### src/rtl/polyphase_sinc_resampler_defines.svh
// Assertion macros for the polyphase resampler.
// Included by the top level; no other dependencies.
`ifndef POLYPHASE_SINC_RESAMPLER_DEFINES_SVH
`define POLYPHASE_SINC_RESAMPLER_DEFINES_SVH
`define PSR_ASSERT_IMPL(lbl, clk, rst, a, c) \
  lbl: assert property (@(posedge clk) disable iff (rst) (a) |-> (c)) \
    else $error("assertion failed");
`define PSR_ASSERT_NEXT(lbl, clk, rst, a, c) \
  lbl: assert property (@(posedge clk) disable iff (rst) (a) |=> (c)) \
    else $error("assertion failed");
`endif

### src/rtl/psr_pkg.sv
// Shared constants and types for the polyphase resampler.
// No dependencies.
`timescale 1ns / 1ps
package psr_pkg;
  localparam int PHASES_DEF = 4096;
  localparam int MAX_TAPS_DEF = 64;
  localparam int HISTORY_DEPTH_DEF = 128;
  localparam int CHANNELS_DEF = 2;
  localparam int MAX_OUT = 4;
  localparam logic CMD_LOAD = 1'b0;
  localparam logic CMD_PUSH = 1'b1;
  localparam logic [0:0] REG_STEP = 1'b0;
  localparam logic [0:0] REG_TAPS = 1'b1;
  localparam logic [23:0] STEP_RESET = 24'd65536;
  localparam logic [6:0] TAPS_RESET = 7'd64;

  typedef struct packed {
    logic clear;
    logic en;
  } mac_ctl_t;

  function automatic logic signed [15:0] round_sat(input logic signed [47:0] acc);
    logic signed [47:0] r;
    r = (acc + 48'sd65536) >>> 17;
    if (r > 48'sd32767) return 16'sh7fff;
    if (r < -48'sd32768) return 16'sh8000;
    return r[15:0];
  endfunction
endpackage

### src/rtl/psr_mac.sv
// Shared multiply-accumulate unit, one sample by one coefficient per cycle while enabled.
// Depends on psr_pkg.
`timescale 1ns / 1ps
module psr_mac (
  input  logic                 clk,
  input  psr_pkg::mac_ctl_t    ctl,
  input  logic signed [15:0]   smp,
  input  logic signed [17:0]   coef,
  output logic signed [47:0]   acc
);
  logic signed [33:0] prod;
  logic prod_en;
  always_ff @(posedge clk) begin
    prod <= smp * coef;
    prod_en <= ctl.en;
    if (ctl.clear) begin
      acc <= '0;
    end else if (prod_en) begin
      acc <= acc + {{14{prod[33]}}, prod};
    end
  end
endmodule

### config.mk
export PLATFORM = sky130hd
export DESIGN_NAME = psr_mac
export DESIGN_NICKNAME = d
export VERILOG_FILES = /design/src/rtl/polyphase_sinc_resampler_defines.svh /design/src/rtl/psr_pkg.sv /design/src/rtl/psr_mac.sv
export SDC_FILE = /design/constraint.sdc
export NUM_CORES = 1
export LEC_CHECK = 0
export BUFFER_PORTS_ARGS = -buffer_cell sky130_fd_sc_hd__buf_2
export CAP_MARGIN = 0
export CORE_MARGIN = 2
export CORE_UTILIZATION = 55
export CTS_CLUSTER_DIAMETER = 120
export CTS_CLUSTER_SIZE = 8
export DETAILED_ROUTE_END_ITERATION = 8
export PLACE_DENSITY = 0.79
export SLEW_MARGIN = 30
export SYNTH_ARGS = -nofsm -noshare
export SYNTH_HDL_FRONTEND = slang
export SYNTH_SLANG_ARGS = --single-unit
### constraint.sdc
create_clock -name clk -period 17.4 [get_ports clk]
set_input_delay 4.35 -clock clk [delete_from_list [all_inputs] [get_ports clk]]
set_output_delay 4.35 -clock clk [all_outputs]
set_load 0.02 [all_outputs]
Yosys cells after proc, flatten, opt, wreduce, memory -nomap -nowiden. Index checks and enable logic that the tools add are counted.

Register bits: 83. Input bits: 37. Output and inout port bits: 48. Word-level logic and storage cells: 5.

Add/subtract/negate cells: 1. Multiply operators: 1.

Operators with widths (number): $add 48x48->48 (1); $mul 16x18->34 (1).

Logic depth before layout (Yosys ltp). Gate-level depths: netlist of run 1.

Word-level depth: 1. Gate-level depth with buffers: 24.

Least setup slack after synthesis of run 1. Ideal clock, no wire load.

Path type: in2reg. Start: in coef[17]. End: reg prod[32]. Arrival: 10119 ps. Slack: 7208 ps. Cell stages on the path: 20. Library setup time: 72 ps. Cell sequence: clkbuf_1 -> nand2_1 -> inv_1 -> fa_1 -> fa_1 -> inv_1 -> fa_1 -> fa_1 -> inv_1 -> fa_1 -> fa_1 -> ha_1 -> a21o_1 -> a21o_1 -> a21o_1 -> or3_1 -> a211oi_1 -> nor3_1 -> a211oi_1 -> xnor2_1.

Word-level cells in the longest chain between the ends: 1.

RTL lines: start, declared (line psr_mac.sv:8) `input logic signed [17:0] coef,`; $mul 16x18->34 (line psr_mac.sv:14) `prod <= smp * coef;`; end signal, assigned (line psr_mac.sv:14); end, declared (line psr_mac.sv:11) `logic signed [33:0] prod;`.

Every way passes these cells. A chain may end at the register's enable or synchronous reset.

Worst setup path after layout of run 1.
Start: in smp[1]. End: reg prod[32].

Word-level cells in the longest chain between the ends: 1.

RTL lines: start, declared (line psr_mac.sv:7) `input logic signed [15:0] smp,`; $mul 16x18->34 (line psr_mac.sv:14).

Every way passes these cells.

==> qor.yml, run 1 <==
status: "complete, no violations"
grt_pass1_wl_mm: 60.6
cp-endpoint: "prod[32]"
cts.sinks: 83
fin_nets: 2280
instances_no_fill: 2202
synth_fp_nets: 2241
period_share_pct: 60.1
setup_viol: 0
hold_viol: 0
grt_pass1_vias: 12900
reg2reg_depth: 12
rows: 61
ys_ff_latch: 83
drt_pass1_iterations: 5
cts_resized: 0
slew_viol_final: 0
synth_compound_area_share_pct: 11.5
dp.cells: 2186
top_layer_used: "met4"
r2r-end: "acc[36]"
dp.final_hpwl_mm: 28.9
drive_above_1_share_pct: 6.69
ff_latch_area_sq_um: 1660
post_cts_buffers: 0
critPathArrivalTime_ns: 10.73
crit_path_max_incr_delay_ns: 0.85
ctsHtreeMaxLevel: 3
synth_largest_area_cell: "fa_1"
synth-main-ff-cell: "dfxtp_1"
criticalPathCategory: "primary input to flip-flop"
final.setup.tns_ns: 0
worst_clock_skew_ns: 0.00693
start_util_pct: 56.3
area_growth_pct: 6.38
avgViaCountPerCell: 5.56
worst_pin_slew_ns: 0.978
die_h_um: 173
synth.distinct_cells: 74
clock_latency_ns: 0.34
die_width_um: 173
fmax_mhz: 95.6
met2_length_mm: 18.5
synth_xor_area_share_pct: 3.67
drc_errors: 0
synth_adder_area_share_pct: 47.5
wire_per_inst_um: 16.1
tritoncts: "built"
dieArea_sq_um: 30000
period_needed_ns: 10.46
yosys_warnings: 0
crit_chain: "buf_2, nand2_1, inv_1, fa_1, fa_1, inv_1, fa_1, fa_1, inv_1, fa_1, fa_1, ha_1, a21o_1, a21o_1, a21o_1, or3_1, a211oi_1, nor3_1, a211oi_1, xnor2_1"
critPathLaunchType: "primary input"
hold_class: "flip-flop to flip-flop"
clkTransAtPathRegs_ns: 0.07
cp_max_fo: 18
antenna_left: 0
synth_simple_gate_area_share_pct: 15.8
synth_top_cell_area_share_pct: 36.9
synthArstFlopShare_pct: 0
diodes: 0
cp.required_ns: 17.67
wirelength_mm: 35.4
slowest_stage: "fa_1"
r2r_start: "acc[0]"
drt_iter0_drc: 694
rsz0062_at_grt: "no"
worst_path_most_repeated_cell: "fa_1"
synth_top_family_by_area: "adder cells"
cap_violations: 0
synth_mux_area_share_pct: 1.34
clockBufferDepth: 2
relSlewSlack_pct: 34.0
met3_length_mm: 1.76
critPathBufInv: 4
synth.yosys.seq_area_share_pct: 10.5
track_usage_pct: 24.4
synthCells: 1780
crit_family: "adder cells"
met1Wirelength_mm: 14.2
fillers: 2444
gp_congestion: 0.921
synth_area_leaders: "fa_1, ha_1, dfxtp_1"
syn-cell-area_sq_um: 15800
vias: 12200
r2r_setup_slack_ns: 14.16
synth_edf_count: 0
critical_path.startpoint: "smp[1]"
numCtsBuffers: 9
grt_overflow: 0
grt_max_degree: 55
synth_area_per_cell_sq_um: 8.86
worstSetupEndpointType: "flip-flop"
antenna_found_initial: 0
coreArea_sq_um: 28000
multi_input_area_sq_um: 12600
clockRootBuffer: "clkbuf_16"
postCtsHoldBufs: 0
numPortBuffers: 84
io_pins: 85
crit_cells: 20
## sequential cells by signal, summed over array words and instances, names as in the netlist
| name | cells |
|---|---|
| acc | 48 |
| prod | 34 |
| prod_en | 1 |
## layer usage
metal	GRT usage [%]	vias to the layer above
met4	7.31	0
met2	43.6	346
met3	4.01	73
li1	-	5687
met1	30.3	6131
met5	0	-
## layout by cell type, fill, tap and decap left out, types with 12 or more instances in the layout
cell      synthesis  routed
inv_1           342     342
fa_1            291     291
nand2_1         202     202
ha_1            133     133
and2_1          131     131
nor2_1           86      86
a21oi_1          84      84
buf_2             0      84
dfxtp_1          83      82
xnor2_1          48      48
a21o_1           34      34
o21ai_0          29      29
mux2i_1          20      20
xor2_1           18      18
nor3_1           17      17
nand3_1          16      16
a211oi_1         15      15
o21bai_1         12      12
o21a_1           12      12
## cell type report
class                           count  share of cell area, %
Sequential cell                    83                   9.91
Clock inverter                      7                  0.626
Tap cell                          378                   2.82
Clock buffer                        9                   1.34
Multi-Input combinational cell   1295                   75.0
Timing Repair Buffer               87                   2.64
Inverter                          343                   7.67
## worst min-delay path by stage
stage | start | to | slack [ns] | depth (start not counted)
after global routing | acc[38] | acc[38] | 0.51 | 2
after floorplan | prod[0] | acc[0] | 0.55 | 3
after CTS | acc[34] | acc[34] | 0.48 | 2
after detailed placement | acc[34] | acc[34] | 0.48 | 2
after global placement | acc[34] | acc[34] | 0.47 | 2
final | acc[34] | acc[34] | 0.48 | 2
## cells by family (layout without fill, tap and decap cells)
logic type,count (synthesis),after routing
fa+ha+maj,424,424
mux,21,21
flops,83,83
xor+xnor,66,66
buf+inv,402,446
simple gates,515,515
compound gates,269,269
## worst min-delay path, stage by stage (launching register included)
cell     delay (ns)
dfxtp_1        0.32
nand2_1        0.06
a21oi_1        0.05
## metrics by stage
step / setup slack, ns / hold WS (ns) / instance area (sq um) / utilization (%)
final: 6.94 / 0.483 / 16800 / 59.9
after global routing: 6.57 / 0.512 / 16800 / 59.9
after CTS: 6.95 / 0.484 / 16800 / 59.9
after detailed placement: 6.61 / 0.476 / 16400 / 58.7
after global placement: 6.84 / 0.471 / 16400 / 58.7
after floorplan: 7.21 / 0.551 / 15800 / -
## cell usage after synthesis (29+ instances only)
cell type and count:
a21o_1 34, a21oi_1 84, and2_1 131, clkbuf_1 51
dfxtp_1 83, fa_1 291, ha_1 133, inv_1 342
nand2_1 202, nor2_1 86, o21ai_0 29, xnor2_1 48
Power of run 1 is left out: the tool's default activity adds up to more than one toggle a clock period on the data nets, which glitch-free logic cannot reach.
==> run 2, diff against run 1 <==
==> constraint.sdc (replaced) <==
create_clock -name clk -period 10.1 [get_ports clk]
set_input_delay 2.525 -clock clk [delete_from_list [all_inputs] [get_ports clk]]
set_output_delay 2.525 -clock clk [all_outputs]
set_load 0.02 [all_outputs]
==> qor.yml, run 2 (synthesis results as in run 1) <==
die_h_um: 173  # unchanged
met1Wirelength_mm: 14.0  # -1.4%
multi_input_area_sq_um: 12600  # unchanged
avgViaCountPerCell: 5.59  # +0.51%
status: "complete, no violations"
worst_path_most_repeated_cell: "fa_1"
period_share_pct: 85.5
dieArea_sq_um: 30000  # unchanged
hp-start: "acc[34]"
track_usage_pct: 24.3  # -0.11 points
grt_overflow: 0  # unchanged
drt_pass1_iterations: 5  # unchanged
dp.cells: 2186  # unchanged
critPathLaunchType: "primary input"
r2r_start: "acc[0]"
cp_max_fo: 18  # unchanged
dp.final_hpwl_mm: 28.9  # about the same
post_cts_buffers: 0  # unchanged
coreArea_sq_um: 28000  # unchanged
area_growth_pct: 6.52
fmax_mhz: 116
numPortBuffers: 84  # unchanged
largest_register_ffs: 48  # unchanged
gp_congestion: 0.921  # about the same
drt_iter0_drc: 650  # -6.3%
grt_pass1_vias: 12900  # -0.15%
postCtsHoldBufs: 0  # unchanged
regMostFlops: "acc"
instances_no_fill: 2202  # unchanged
ff_latch_area_sq_um: 1660  # unchanged
layout_commonest_cell: "inv_1"
ctsHtreeMaxLevel: 3  # unchanged
crit_chain: "buf_2, nand2_1, inv_1, fa_1, fa_1, inv_1, fa_1, fa_1, inv_1, fa_1, fa_1, ha_1, a21o_1, a21o_1, a21o_1, or3_1, a211oi_1, nor3_1, a211oi_1, xnor2_1"
worst_pin_slew_ns: 0.944  # -0.0343 ns
clock_latency_ns: 0.34  # about the same
setup_viol: 0  # unchanged
critPathArrivalTime_ns: 8.89  # -1.84 ns
final_cell_mix: "inv_1, fa_1, nand2_1, ha_1, and2_1"
numCtsBuffers: 9  # unchanged
grt_pass1_wl_mm: 60.5  # -0.11%
hold_viol: 0  # unchanged
met3_length_mm: 1.92  # +9.2%
critPathBufInv: 4  # unchanged
clkTransAtPathRegs_ns: 0.07  # about the same
slowest_stage: "fa_1"
drive_above_1_share_pct: 6.69  # unchanged
met2_length_mm: 18.5  # about the same
cts_resized: 0  # unchanged
r2r-end: "acc[36]"
antenna_left: 0  # unchanged
tritoncts: "built"
die_width_um: 173  # unchanged
rsz0062_at_grt: "no"
clockBufferDepth: 2  # unchanged
wirelength_mm: 35.4  # about the same
antenna_found_initial: 0  # unchanged
critical_path.startpoint: "smp[1]"
final.setup.tns_ns: 0  # unchanged
start_util_pct: 56.3  # unchanged
worstSetupEndpointType: "flip-flop"
wire_per_inst_um: 16.1  # about the same
clockRootBuffer: "clkbuf_16"
cp.required_ns: 10.36  # -7.31 ns
r2r_setup_slack_ns: 6.82  # -7.34 ns
top_layer_used: "met4"
cap_violations: 0  # unchanged
fin_nets: 2280  # unchanged
criticalPathCategory: "primary input to flip-flop"
relSlewSlack_pct: 36.3  # +2.3 points
reg2reg_depth: 12  # unchanged
worst_clock_skew_ns: 0.0101  # +0.00317 ns
slew_viol_final: 0  # unchanged
cts.sinks: 83  # unchanged
diodes: 0  # unchanged
crit_cells: 20  # unchanged
crit_path_max_incr_delay_ns: 0.86  # about the same
fillers: 2451  # +0.29%
io_pins: 85  # unchanged
period_needed_ns: 8.63
cp-endpoint: "prod[32]"
hold_class: "flip-flop to flip-flop"
top_regs: "acc (48), prod (34), prod_en (1)"
grt_max_degree: 55  # unchanged
crit_family: "adder cells"
vias: 12300  # +0.51%
rows: 61  # unchanged
drc_errors: 0  # unchanged
==> run 2: metal layers <==
layer / vias to the layer above / global-route usage [%]
met5: - / 0
met4: 0 / 7.52
met3: 87 / 3.14
met2: 400 / 43.7
met1: 6136 / 30.4
li1: 5677 / -
==> run 2: how the worst min path moves through the flow <==
stage               endpoint  slack (ns)  cells past startpoint
global placement     acc[34]        0.47                      2
finish               acc[34]        0.48                      2
detailed placement   acc[34]        0.48                      2
floorplan             acc[0]        0.55                      3
global route         acc[38]        0.51                      2
CTS                  acc[34]        0.48                      2
==> run 2: final cells by class <==
type	count	area share, %
Clock buffer	9	1.34
Clock inverter	7	0.760
Inverter	343	7.66
Multi-Input combinational cell	1295	74.9
Sequential cell	83	9.90
Tap cell	378	2.82
Timing Repair Buffer	87	2.64
==> run 2: worst register-to-register path, stage by stage (launching register included) <==
cell and delay (ns):
dfxtp_1 0.35, ha_1 0.21, inv_1 0.07, fa_1 0.42, nor2b_4 0.15, o31a_2 0.18, o311a_1 0.24, nor3_1 0.14
o311a_1 0.41, o41ai_2 0.47, a31oi_1 0.18, xor2_1 0.17, a211oi_1 0.22
==> run 2: through the flow <==
step	area (sq um)	worst slack, ns	util [%]	hold WS [ns]
6_report	16800	1.47	60.0	0.483
3_3_place_gp	16400	1.36	58.7	0.471
4_1_cts	16800	1.48	60.0	0.484
5_1_grt	16800	1.17	60.0	0.510
2_1_floorplan	15800	1.73	-	0.551
3_5_place_dp	16400	1.17	58.7	0.476
Power of run 2 is left out for the same reason.
